**src/cot_pkg.sv**
```systemverilog
// ----------------------------------------------------------------------------
// cot_pkg: shared types and constants for the channel onset phase tracker
// Field widths, register indexes, phase codes, the word format passed
// from the front end to the back end and the back end's state entry format.
// ----------------------------------------------------------------------------
`default_nettype none

package cot_pkg;

  // Field widths
  localparam int unsigned CHAN_W     = 6;
  localparam int unsigned INIT_W     = 15;
  localparam int unsigned GRAD_W     = 15;
  localparam int unsigned HIGH_W     = 6;
  localparam int unsigned CNT_W      = 16;
  localparam int unsigned PHASE_W    = 3;
  localparam int unsigned CFG_IDX_W  = 2;
  localparam int unsigned CFG_DATA_W = 15;

  // Channel storage
  localparam int unsigned NUM_CHANNELS_DEF = 64;
  localparam int unsigned MAX_CHANNELS     = 1 << CHAN_W;

  // Register indexes
  localparam logic [CFG_IDX_W-1:0] REG_SETTLE_INITIAL  = 2'd0;
  localparam logic [CFG_IDX_W-1:0] REG_SETTLE_GRADIENT = 2'd1;
  localparam logic [CFG_IDX_W-1:0] REG_HIGHEST_CHANNEL = 2'd2;

  // Register reset values
  localparam logic [INIT_W-1:0] INIT_RESET = 15'd0;
  localparam logic [GRAD_W-1:0] GRAD_RESET = 15'd1;
  localparam logic [HIGH_W-1:0] HIGH_RESET = 6'd63;

  typedef enum logic [PHASE_W-1:0] {
    PH_INACTIVE = 3'd0,
    PH_PENDING  = 3'd1,
    PH_ATTACK   = 3'd2,
    PH_SUSTAIN  = 3'd3,
    PH_RELEASE  = 3'd4
  } phase_e;

  // What the back end does with a word
  typedef enum logic [1:0] {
    CLS_UPDATE = 2'd0,  // channel is stored and enabled: advance it
    CLS_HOLD   = 2'd1,  // channel is stored but above the highest channel
    CLS_NONE   = 2'd2   // channel has no storage: report inactive
  } class_e;

  typedef struct packed {
    logic [CHAN_W-1:0] chan;
    logic              det;
    class_e            kind;
  } cot_item_t;

  typedef struct packed {
    phase_e                   ph;
    logic signed [CNT_W-1:0]  cnt;
  } cot_entry_t;

endpackage

`default_nettype wire

```
**src/cot_front.sv**
```systemverilog
// ----------------------------------------------------------------------------
// cot_front: input acceptance and classification
// Accepts detection words, tags each with what the back end must do with
// it and holds them in a two-entry queue.
// ----------------------------------------------------------------------------
`default_nettype none

module cot_front #(
  parameter int unsigned NUM_CHANNELS = cot_pkg::NUM_CHANNELS_DEF
) (
  input  wire logic                        clk_i,
  input  wire logic                        rst_ni,
  input  wire logic                        in_valid_i,
  output      logic                        in_stall_o,
  input  wire logic [cot_pkg::CHAN_W-1:0]  channel_i,
  input  wire logic                        detected_i,
  input  wire logic [cot_pkg::HIGH_W-1:0]  highest_channel_i,
  output      logic                        item_valid_o,
  output      cot_pkg::cot_item_t          item_o,
  input  wire logic                        item_pop_i
);
  import cot_pkg::*;

  localparam int unsigned Depth = (NUM_CHANNELS < MAX_CHANNELS) ? NUM_CHANNELS : MAX_CHANNELS;
  localparam logic [CHAN_W:0] DepthVal = (CHAN_W+1)'(Depth);

  cot_item_t  slot_q [2];
  logic       wr_ptr_q, wr_ptr_d;
  logic       rd_ptr_q, rd_ptr_d;
  logic [1:0] cnt_q, cnt_d;
  logic       push;
  cot_item_t  new_item;

  // Classify the incoming word
  always_comb begin
    new_item.chan = channel_i;
    new_item.det  = detected_i;
    if ({1'b0, channel_i} >= DepthVal) begin
      new_item.kind = CLS_NONE;
    end else if (channel_i > highest_channel_i) begin
      new_item.kind = CLS_HOLD;
    end else begin
      new_item.kind = CLS_UPDATE;
    end
  end

  // Queue control
  assign in_stall_o   = (cnt_q == 2'd2);
  assign push         = in_valid_i && !in_stall_o;
  assign item_valid_o = (cnt_q != 2'd0);
  assign item_o       = slot_q[rd_ptr_q];

  always_comb begin
    wr_ptr_d = push ? !wr_ptr_q : wr_ptr_q;
    rd_ptr_d = item_pop_i ? !rd_ptr_q : rd_ptr_q;
    cnt_d    = cnt_q + 2'(push) - 2'(item_pop_i);
  end

  always_ff @(posedge clk_i or negedge rst_ni) begin
    if (!rst_ni) begin
      wr_ptr_q <= 1'b0;
      rd_ptr_q <= 1'b0;
      cnt_q    <= 2'd0;
    end else begin
      wr_ptr_q <= wr_ptr_d;
      rd_ptr_q <= rd_ptr_d;
      cnt_q    <= cnt_d;
    end
  end

  // Store the tagged word
  always_ff @(posedge clk_i) begin
    if (push) begin
      slot_q[wr_ptr_q] <= new_item;
    end
  end

endmodule

`default_nettype wire

```
**src/cot_div.sv**
```systemverilog
// ----------------------------------------------------------------------------
// cot_div: radix-2 restoring divider
// Divides a channel number by the settle gradient, one quotient bit per
// cycle. A zero divisor gives a zero quotient.
// ----------------------------------------------------------------------------
`default_nettype none

module cot_div (
  input  wire logic                        clk_i,
  input  wire logic                        rst_ni,
  input  wire logic                        start_i,
  input  wire logic [cot_pkg::CHAN_W-1:0]  dividend_i,
  input  wire logic [cot_pkg::GRAD_W-1:0]  divisor_i,
  output      logic                        busy_o,
  output      logic                        done_o,
  output      logic [cot_pkg::CHAN_W-1:0]  quot_o
);
  import cot_pkg::*;

  localparam int unsigned StepW = $clog2(CHAN_W);

  logic              busy_q, done_q;
  logic [StepW-1:0]  step_q;
  logic [CHAN_W-1:0] rem_q, dvd_q;
  logic [CHAN_W:0]   rem_trial, rem_next;
  logic              ge;

  // One restoring step
  always_comb begin
    rem_trial = {rem_q, dvd_q[CHAN_W-1]};
    ge        = (GRAD_W'(rem_trial) >= divisor_i);
    rem_next  = ge ? (rem_trial - divisor_i[CHAN_W:0]) : rem_trial;
  end

  always_ff @(posedge clk_i or negedge rst_ni) begin
    if (!rst_ni) begin
      busy_q <= 1'b0;
      done_q <= 1'b0;
      step_q <= '0;
    end else begin
      done_q <= 1'b0;
      if (start_i) begin
        busy_q <= 1'b1;
        step_q <= StepW'(CHAN_W - 1);
      end else if (busy_q) begin
        step_q <= step_q - StepW'(1);
        if (step_q == '0) begin
          busy_q <= 1'b0;
          done_q <= 1'b1;
        end
      end
    end
  end

  // Shift the quotient in behind the dividend
  always_ff @(posedge clk_i) begin
    if (start_i) begin
      rem_q <= '0;
      dvd_q <= dividend_i;
    end else if (busy_q) begin
      rem_q <= rem_next[CHAN_W-1:0];
      dvd_q <= {dvd_q[CHAN_W-2:0], ge};
    end
  end

  assign busy_o = busy_q;
  assign done_o = done_q;
  assign quot_o = (divisor_i == '0) ? '0 : dvd_q;

endmodule

`default_nettype wire

```
**src/cot_back.sv**
```systemverilog
// ----------------------------------------------------------------------------
// cot_back: phase update engine
// Pops classified words, reads the channel's phase and settle count from
// the state memory, advances the phase of an enabled channel and writes it
// back, and presents the result in an output register.
// ----------------------------------------------------------------------------
`default_nettype none

module cot_back #(
  parameter int unsigned NUM_CHANNELS = cot_pkg::NUM_CHANNELS_DEF
) (
  input  wire logic                         clk_i,
  input  wire logic                         rst_ni,
  input  wire logic                         item_valid_i,
  input  wire cot_pkg::cot_item_t           item_i,
  output      logic                         item_pop_o,
  input  wire logic [cot_pkg::INIT_W-1:0]   settle_initial_i,
  input  wire logic [cot_pkg::GRAD_W-1:0]   settle_gradient_i,
  output      logic                         out_valid_o,
  input  wire logic                         out_stall_i,
  output      logic [cot_pkg::CHAN_W-1:0]   out_channel_o,
  output      logic [cot_pkg::PHASE_W-1:0]  phase_o
);
  import cot_pkg::*;

  localparam int unsigned Depth = (NUM_CHANNELS < MAX_CHANNELS) ? NUM_CHANNELS : MAX_CHANNELS;
  localparam int unsigned AW    = (Depth > 1) ? $clog2(Depth) : 1;

  localparam logic [1:0] S_IDLE = 2'd0;
  localparam logic [1:0] S_LOAD = 2'd1;
  localparam logic [1:0] S_DIV  = 2'd2;
  localparam logic [1:0] S_OUT  = 2'd3;

  logic [1:0]        state_q, state_d;
  cot_item_t         item_q;
  phase_e            res_q, res_d;

  // State memory with a valid bit per channel
  cot_entry_t        mem_q [Depth];
  logic [Depth-1:0]  vld_q;
  cot_entry_t        rd_q;
  logic              rd_vld_q;
  logic              rd_en;
  logic [AW-1:0]     rd_idx, wr_idx;
  logic              mem_we;
  cot_entry_t        wr_entry;

  cot_entry_t        cur_ent, next_ent;
  logic              need_div;
  logic [CNT_W-1:0]  cnt_dec, cnt_load;

  logic              div_start, div_busy, div_done;
  logic [CHAN_W-1:0] quot;

  logic              out_valid_q;
  logic [CHAN_W-1:0] out_chan_q;
  phase_e            out_phase_q;
  logic              out_load;

  cot_div u_div (
    .clk_i      (clk_i),
    .rst_ni     (rst_ni),
    .start_i    (div_start),
    .dividend_i (item_q.chan),
    .divisor_i  (settle_gradient_i),
    .busy_o     (div_busy),
    .done_o     (div_done),
    .quot_o     (quot)
  );

  assign rd_idx = item_i.chan[AW-1:0];
  assign wr_idx = item_q.chan[AW-1:0];

  // An entry never written reads as inactive with a zero count
  always_comb begin
    if (rd_vld_q) begin
      cur_ent = rd_q;
    end else begin
      cur_ent.ph  = PH_INACTIVE;
      cur_ent.cnt = '0;
    end
  end

  // Next phase and count for an enabled channel
  always_comb begin
    cnt_dec      = cur_ent.cnt - CNT_W'(1);
    cnt_load     = CNT_W'(settle_initial_i) - CNT_W'(quot);
    need_div     = 1'b0;
    next_ent.ph  = PH_INACTIVE;
    next_ent.cnt = '0;
    unique case (cur_ent.ph)
      PH_INACTIVE: begin
        need_div = item_q.det;
      end
      PH_PENDING: begin
        if (item_q.det) begin
          if (cnt_dec[CNT_W-1] || (cnt_dec == '0)) begin
            next_ent.ph = PH_ATTACK;
          end else begin
            next_ent.ph  = PH_PENDING;
            next_ent.cnt = cnt_dec;
          end
        end
      end
      PH_ATTACK, PH_SUSTAIN: begin
        next_ent.ph = item_q.det ? PH_SUSTAIN : PH_RELEASE;
      end
      default: begin
        next_ent.ph = PH_INACTIVE;
      end
    endcase
  end

  // Sequencer
  always_comb begin
    state_d    = state_q;
    res_d      = res_q;
    item_pop_o = 1'b0;
    rd_en      = 1'b0;
    mem_we     = 1'b0;
    div_start  = 1'b0;
    wr_entry   = next_ent;
    out_load   = 1'b0;
    unique case (state_q)
      S_IDLE: begin
        if (item_valid_i) begin
          item_pop_o = 1'b1;
          rd_en      = 1'b1;
          state_d    = S_LOAD;
        end
      end
      S_LOAD: begin
        state_d = S_OUT;
        unique case (item_q.kind)
          CLS_NONE: begin
            res_d = PH_INACTIVE;
          end
          CLS_HOLD: begin
            res_d = cur_ent.ph;
          end
          default: begin
            if (need_div) begin
              div_start = 1'b1;
              state_d   = S_DIV;
            end else begin
              mem_we = 1'b1;
              res_d  = next_ent.ph;
            end
          end
        endcase
      end
      S_DIV: begin
        if (div_done) begin
          wr_entry.ph  = PH_PENDING;
          wr_entry.cnt = cnt_load;
          mem_we       = 1'b1;
          res_d        = PH_PENDING;
          state_d      = S_OUT;
        end
      end
      default: begin
        if (!out_valid_q || !out_stall_i) begin
          out_load = 1'b1;
          state_d  = S_IDLE;
        end
      end
    endcase
  end

  always_ff @(posedge clk_i or negedge rst_ni) begin
    if (!rst_ni) begin
      state_q     <= S_IDLE;
      vld_q       <= '0;
      out_valid_q <= 1'b0;
    end else begin
      state_q <= state_d;
      if (mem_we) begin
        vld_q[wr_idx] <= 1'b1;
      end
      if (out_load) begin
        out_valid_q <= 1'b1;
      end else if (!out_stall_i) begin
        out_valid_q <= 1'b0;
      end
    end
  end

  // Hold the word under work and its result
  always_ff @(posedge clk_i) begin
    if (item_pop_o) begin
      item_q <= item_i;
    end
    res_q <= res_d;
  end

  // Memory write and registered read
  always_ff @(posedge clk_i) begin
    if (mem_we) begin
      mem_q[wr_idx] <= wr_entry;
    end
    if (rd_en) begin
      rd_q     <= mem_q[rd_idx];
      rd_vld_q <= vld_q[rd_idx];
    end
  end

  // Output register
  always_ff @(posedge clk_i) begin
    if (out_load) begin
      out_chan_q  <= item_q.chan;
      out_phase_q <= res_q;
    end
  end

  assign out_valid_o   = out_valid_q;
  assign out_channel_o = out_chan_q;
  assign phase_o       = out_phase_q;

  // Checks
  a_we_update_only: assert property (@(posedge clk_i) disable iff (!rst_ni)
    mem_we |-> (item_q.kind == CLS_UPDATE))
    else $error("state written for a word that must not update");

  a_div_running: assert property (@(posedge clk_i) disable iff (!rst_ni)
    (state_q == S_DIV) |-> (div_busy || div_done))
    else $error("waiting on an idle divider");

  a_none_inactive: assert property (@(posedge clk_i) disable iff (!rst_ni)
    ((state_q == S_OUT) && (item_q.kind == CLS_NONE)) |-> (res_q == PH_INACTIVE))
    else $error("unstored channel reports a phase");

  a_out_from_seq: assert property (@(posedge clk_i) disable iff (!rst_ni)
    $rose(out_valid_q) |-> ($past(state_q) == S_OUT))
    else $error("result presented outside the output step");

endmodule

`default_nettype wire

```
**src/channel_onset_phase_tracker.sv**
```systemverilog
// ----------------------------------------------------------------------------
// channel_onset_phase_tracker: per-channel note phase tracker
// Top level: configuration registers, front end and update engine.
// ----------------------------------------------------------------------------
// Each accepted word names a channel and its detection flag and returns one
// result word with the channel's phase after the update. The front end
// queues up to two words while the update engine works. The engine handles
// a word by pop and memory read, update and write-back, then output; when
// an inactive channel is detected, the settle count first waits on a
// bit-serial divide of the channel number by settle_gradient. State comes
// out of reset inactive with no clearing pass.
// Configuration: index 0 settle_initial, 1 settle_gradient,
// 2 highest_channel; other indexes are ignored.
// ----------------------------------------------------------------------------
`default_nettype none

module channel_onset_phase_tracker #(
  parameter int unsigned NUM_CHANNELS = cot_pkg::NUM_CHANNELS_DEF
) (
  input  wire logic                            clk_i,
  input  wire logic                            rst_ni,
  input  wire logic                            cfg_we_i,
  input  wire logic [cot_pkg::CFG_IDX_W-1:0]   cfg_idx_i,
  input  wire logic [cot_pkg::CFG_DATA_W-1:0]  cfg_data_i,
  input  wire logic                            in_valid_i,
  output      logic                            in_stall_o,
  input  wire logic [cot_pkg::CHAN_W-1:0]      channel_i,
  input  wire logic                            detected_i,
  output      logic                            out_valid_o,
  input  wire logic                            out_stall_i,
  output      logic [cot_pkg::CHAN_W-1:0]      out_channel_o,
  output      logic [cot_pkg::PHASE_W-1:0]     phase_o
);
  import cot_pkg::*;

  logic [INIT_W-1:0] settle_initial_q;
  logic [GRAD_W-1:0] settle_gradient_q;
  logic [HIGH_W-1:0] highest_channel_q;

  logic              item_valid;
  cot_item_t         item;
  logic              item_pop;

  // Configuration registers
  always_ff @(posedge clk_i or negedge rst_ni) begin
    if (!rst_ni) begin
      settle_initial_q  <= INIT_RESET;
      settle_gradient_q <= GRAD_RESET;
      highest_channel_q <= HIGH_RESET;
    end else if (cfg_we_i) begin
      unique case (cfg_idx_i)
        REG_SETTLE_INITIAL:  settle_initial_q  <= cfg_data_i[INIT_W-1:0];
        REG_SETTLE_GRADIENT: settle_gradient_q <= cfg_data_i[GRAD_W-1:0];
        REG_HIGHEST_CHANNEL: highest_channel_q <= cfg_data_i[HIGH_W-1:0];
        default: begin
        end
      endcase
    end
  end

  cot_front #(
    .NUM_CHANNELS (NUM_CHANNELS)
  ) u_front (
    .clk_i             (clk_i),
    .rst_ni            (rst_ni),
    .in_valid_i        (in_valid_i),
    .in_stall_o        (in_stall_o),
    .channel_i         (channel_i),
    .detected_i        (detected_i),
    .highest_channel_i (highest_channel_q),
    .item_valid_o      (item_valid),
    .item_o            (item),
    .item_pop_i        (item_pop)
  );

  cot_back #(
    .NUM_CHANNELS (NUM_CHANNELS)
  ) u_back (
    .clk_i             (clk_i),
    .rst_ni            (rst_ni),
    .item_valid_i      (item_valid),
    .item_i            (item),
    .item_pop_o        (item_pop),
    .settle_initial_i  (settle_initial_q),
    .settle_gradient_i (settle_gradient_q),
    .out_valid_o       (out_valid_o),
    .out_stall_i       (out_stall_i),
    .out_channel_o     (out_channel_o),
    .phase_o           (phase_o)
  );

endmodule

`default_nettype wire

```
**config.mk**
```make
export PLATFORM = sky130hd
export DESIGN_NAME = channel_onset_phase_tracker
export DESIGN_NICKNAME = d
export VERILOG_FILES = /design/src/cot_pkg.sv /design/src/cot_front.sv /design/src/cot_div.sv /design/src/cot_back.sv /design/src/channel_onset_phase_tracker.sv
export SDC_FILE = /design/constraint.sdc
export NUM_CORES = 2
export LEC_CHECK = 0
export BUFFER_PORTS_ARGS = -buffer_cell sky130_fd_sc_hd__buf_2
export CORE_UTILIZATION = 60
export DETAILED_ROUTE_END_ITERATION = 16
export PLACE_DENSITY_LB_ADDON = 0.15
export RECOVER_POWER = 100
export SLEW_MARGIN = 20
export SYNTH_ARGS = -nofsm -noshare
export SYNTH_HDL_FRONTEND = slang
export SYNTH_SLANG_ARGS = --single-unit
```
**constraint.sdc**
```tcl
create_clock -name clk_i -period 9.7 [get_ports clk_i]
set_input_delay 1.94 -clock clk_i [delete_from_list [all_inputs] [get_ports clk_i]]
set_output_delay 1.94 -clock clk_i [all_outputs]
set_load 0.02 [all_outputs]
```
After elaboration in Yosys (flattened, before gate mapping). Memories as Yosys holds them, arrays and structs flattened. A register that Yosys moved wholly into a read port is not among the register bits. Cells that the tools add are included.

Input bits: 29. Word-level logic and storage cells: 130. Memories: 2. Bits in registers: 146. RAM bits: 1232. Output and inout port bits: 11.

$lt $le $gt $ge: 5. Equality and inequality tests: 14. Multiplexer cells: 54. Reduce and logical (&&, ||, !) cells: 27. $add $sub $neg: 6. Bitwise logic cells: 1.

Memories: u_back.mem_q (depth 64, bits a word 19, rd ports 1, clocked after Yosys merged registers in 1, write ports 1, RTL line cot_back.sv:39) `cot_entry_t mem_q [Depth];`; u_front.slot_q (depth 2, bits a word 8, rd ports 1, clocked after Yosys merged registers in 0, write ports 1, RTL line cot_front.sv:27) `cot_item_t slot_q [2];`.

Operator list (count): bitwise OR 64 bit (1); 2-to-1 mux 19 bit (3); 2-to-1 mux 16 bit (2); 2-to-1 mux 1 bit (27); 2-to-1 mux 6 bit (4); 2-to-1 mux 18 bit (1); one-hot mux 3 bit (2 select lines) (3); zero test 16 bit (1); subtractor 15 x 6 -> 16 bit (1); subtractor 16 x 2 -> 16 bit, second input constant (1); greater-or-equal comparator 7 x 15 -> 1 bit (1); zero test 15 bit (1); 2-to-1 mux 3 bit (5); < comparator 6 x 7 -> 1 bit, second input constant (2); 2-to-1 mux 2 bit (5); == test 2 bit, second input constant (4); binary-select mux 1 bit (select 6 bit) (1); demux 1 bit (select 6 bit) (1); == test 2 x 1 -> 1 bit, second input constant (3); == test 3 x 2 -> 1 bit, second input constant (2); greater-or-equal comparator 6 x 1 -> 1 bit, second input constant (1); greater-than comparator 6 bit (1); zero test 3 bit (2); one-hot mux 2 bit (3 select lines) (1); other kinds (19) (33).

Longest topological paths before layout.
Depth after elaboration: 10. Mapped depth: 13. Gate-level depth less buffers: 13.

Cells and area by module. Synthesis repeated with hierarchy kept, for this count alone.

Cells, all modules: 2678. Area, all modules: 54931.4 sq um.

By module, submodules not included: cot_back (times used 1, sequential area each 39422.8 sq um, cells an instance 2414, area each 51421.8 sq um); channel_onset_phase_tracker (times used 1, sequential area each 909.6 sq um, cells an instance 77, area each 1371.3 sq um); cot_div (times used 1, sequential area each 425.4 sq um, cells an instance 123, area each 1209.9 sq um); cot_front (times used 1, sequential area each 580.6 sq um, cells an instance 64, area each 928.4 sq um).

Worst setup path before layout. Ideal clock, no wire load.

Path type: register to register. Start: register settle_gradient_q[11]. End: memory u_back.mem_q[0][15] (netlist bit) (data pin). Clock period less this slack: 6881 ps. Stages on the path, launching flop included: 11. Arrival: 5965 ps. Path slack: 2819 ps. Required time: 8784 ps. Path buffers: 0. Library setup time: 916 ps. Path through: dfrtp_1 > or4_1 > nor2_1 > nand3_1 > nand2_1 > ha_1 > nor2b_1 > o21a_1 > o21ai_0 > a31oi_1 > nor4b_1.

RTL lines: start, declared (RTL line channel_onset_phase_tracker.sv:37) `logic [GRAD_W-1:0] settle_gradient_q;`; start signal, assigned (RTL line channel_onset_phase_tracker.sv:53) `REG_SETTLE_GRADIENT: settle_gradient_q <= cfg_data_i[GRAD_W-1:0];`; end, declared (RTL line cot_back.sv:39).

==> out/results.ini <==
[finish]
final_cell_mix = 1278 x edfxtp_1, 1177 x nand2_1, 451 x nand3_1
mostFrequentLayoutCell = edfxtp_1
fin_nets = 4369
final_cell_count_no_fill = 5676
drive_gt1_share_pct = 9.48
syn_to_final_growth_pct = 10.7

[cts]
cts.sinks = 1396
cts_buffers = 141
clock_latency_ns = 0.75
hold_buffers = 0
post_cts_buffers = 0
cts_tree = yes
cts.clk_slew.worst_paths_ns = 0.06
cts_resized = 0
cts-root-buf = clkbuf_16
htreeDepth = 4
cts.path.max_buffers = 3

[floorplan]
die_area_mm2 = 0.0954
std_cell_rows = 112
io_pins = 40
core-area_mm2 = 0.0933
die_w_um = 309
die_h_um = 309
start_util_pct = 60.5

[outcome]
outcome = finished with violations
violations = max-capacitance violations, max-slew violations

[setup_path]
critPathRequiredTime_ns = 9.80
start_kind = register
cpPeakStageDelay_ns = 2.20
worstPathMaxFanout = 56
crit_slowest_cell = clkbuf_1
timing_worst_setup_path_type = reg2reg
critical_path_arrival_ns = 7.17
cp_cell_sequence = nand2_1, ha_1, nor4b_1, a41o_1, o221ai_1, or4b_1, o21a_1, nand3_1, o22ai_1, clkbuf_1
crit_buf_inv = 1
crit_path_end_kind = register
critical-path-top-delay-family = buffers and inverters

[place]
gp_congestion = 0.873
dp_hpwl_mm = 80.7
portBuffers = 39
dpl.cell_count = 5419

[timing]
hold-worst-slack_ns = 0.426
max_slew_margin_pct = -162
finalClockSkew_ns = 0.0288
final_max_slew_viol_count = 2164
worstMarginPinSlew_ns = 3.93
post-route-min-period_ns = 7.07
setup_viol_count_final = 0
finalCritPeriodShare_pct = 72.9
hold_viol = 0
setup_tns_ns = 0
max_freq_mhz = 141
rsz0062_at_grt = no

[global_route]
track_usage_pct = 32.0
overflow = 0
grt_pass1_wl_mm = 222
grt_pass1_vias = 34293
grt_max_degree = 174
antenna_found_initial = 5

[worst_hold_path]
hp-class = reg2reg

[run]
maxCapViolations = 70

[synth]
synth_area_leaders = edfxtp_1 68%, nand2_1 7.8%, dfrtp_1 4.7%, nand3_1 4.0%, mux2i_1 2.3%
synth_cell_types = 72
synthArstFlopShare_pct = 8.02
yosysSeqAreaShare_pct = 73.1
synth_largest_area_cell = edfxtp_1
synth.top_cell.area_share_pct = 67.9
yosys_warnings = 0
synth_nets = 4348
ys.flop_type = edfxtp_1
synthCells = 4287
postSynthAreaPerCell_um2 = 13.2
syn_area_mm2 = 0.0565
ys_seq_elements = 1396
synth_edf_count = 1278

[routing]
ant_nets = 0
drtIter0Drc = 5038
vias = 35990
wl_per_cell_um = 26.6
drcViolationCount = 0
drt-total-wl_mm = 151
viasPerCell = 6.34
firstDrtPassIters = 6

[power]
pwr_density_cell_mw_per_mm2 = 288
peakVddDrop_mv = 0.223
p_leak_uw = 0.0229

registers in the layout, indices dropped and copies added (netlist names), 6 cells and up:
register and cells:
highest_channel_q 6, settle_gradient_q 15, settle_initial_q 15, u_back.mem_q 1216
u_back.out_channel_o 6, u_back.rd_q 19, u_back.u_div.dvd_q 6, u_back.u_div.rem_q 6
u_back.vld_q 64, u_back.wr_idx 6, u_front.slot_q 16
per-layer routing:
| layer | part of all wire, % | routed length (µm) | global-route usage [%] | vias to the layer above |
|---|---|---|---|---|
| met4 | 3.9 | 5850 | 12.9 | 0 |
| met5 | 0 | 0 | 0 | - |
| met1 | 40 | 60800 | 46.3 | 17894 |
| met2 | 46 | 68700 | 48.2 | 1997 |
| met3 | 10 | 15600 | 6.21 | 316 |
| li1 | - | - | - | 15783 |
per-stage QoR:
stage | util (%) | setup WS [ns] | cell area (µm²) | power (µW)
2_1_floorplan | - | 2.82 | 56500 | 10700
3_3_place_gp | 62.7 | 5.14 | 58500 | 12600
3_5_place_dp | 62.7 | 5.11 | 58600 | 12600
4_1_cts | 67.6 | 5.07 | 63100 | 18000
5_1_grt | 67.0 | 2.48 | 62600 | 18600
6_report | 67.0 | 2.63 | 62600 | 18000
logic make-up (layout without fill, tap and decap cells):
group                    count (synthesis)  after routing  synth area share (%)
other                                    0              1                     0
XOR/XNOR                                26             26                 0.403
AO/OA/AOI/OAI                          362            362                  4.89
multiplexers                           166            166                  3.05
adder cells (fa/ha/maj)                 32             32                 0.735
AND/OR/NAND/NOR                       2002           2002                  15.7
flip-flops                            1396           1396                  73.1
buffers and inverters                  303            437                  2.12
where the power goes:
group | internal [µW] | switching (µW) | total [µW]
clock | 3150 | 2240 | 5390
combinational | 1520 | 3720 | 5240
sequential | 7070 | 312 | 7380
total | 11700 | 6280 | 18000
synth_stat cells (5+ instances only):
cell / n
nand2_1: 1177
nand3b_1: 12
dfstp_2: 7
a22oi_1: 20
dfxtp_1: 6
inv_1: 41
nand2b_1: 6
edfxtp_1: 1278
buf_2: 43
or3_1: 5
a21oi_1: 13
nand3_1: 450
o221ai_1: 20
and3_1: 128
dfrtp_1: 105
o21ai_0: 22
mux2_2: 38
nor2_1: 97
xnor2_1: 14
ha_1: 30
a31oi_1: 122
a32oi_1: 43
mux2i_1: 127
nor2b_1: 9
or2_2: 66
nor3_1: 18
a221oi_1: 40
clkbuf_1: 187
a32o_1: 41
o22ai_1: 9
o21a_1: 6
nor4b_1: 7
buf_1: 30
xor2_1: 12
path summary, 6_finish.rpt:
path | startpoint | to | slack, ns | cells after the start
worst max register to register | u_back.rd_vld_q | u_back.mem_q[62][10] | 2.63 | 10
worst max-delay path | u_back.rd_vld_q | u_back.mem_q[62][10] | 2.63 | 10
min in group asynchronous | rst_ni | u_back.state_q[1] | 2.24 | 1
worst min-delay path | u_back.res_q[2] | u_back.phase_o[2] | 0.43 | 0
max in group asynchronous | rst_ni | u_back.vld_q[35] | 5.23 | 2
worst min register to register | u_back.res_q[2] | u_back.phase_o[2] | 0.43 | 0
area by class of cell:
class,count,area [µm²]
Tap cell,1254,1570
Sequential cell,1396,41300
Timing Repair Buffer,139,757
Inverter,42,173
Antenna cell,1,2.50
Multi-Input combinational cell,2588,14200
Clock inverter,66,594
Fill cell,6664,30800
Clock buffer,190,3980
No activity file was read; power rests on OpenSTA's default activity.
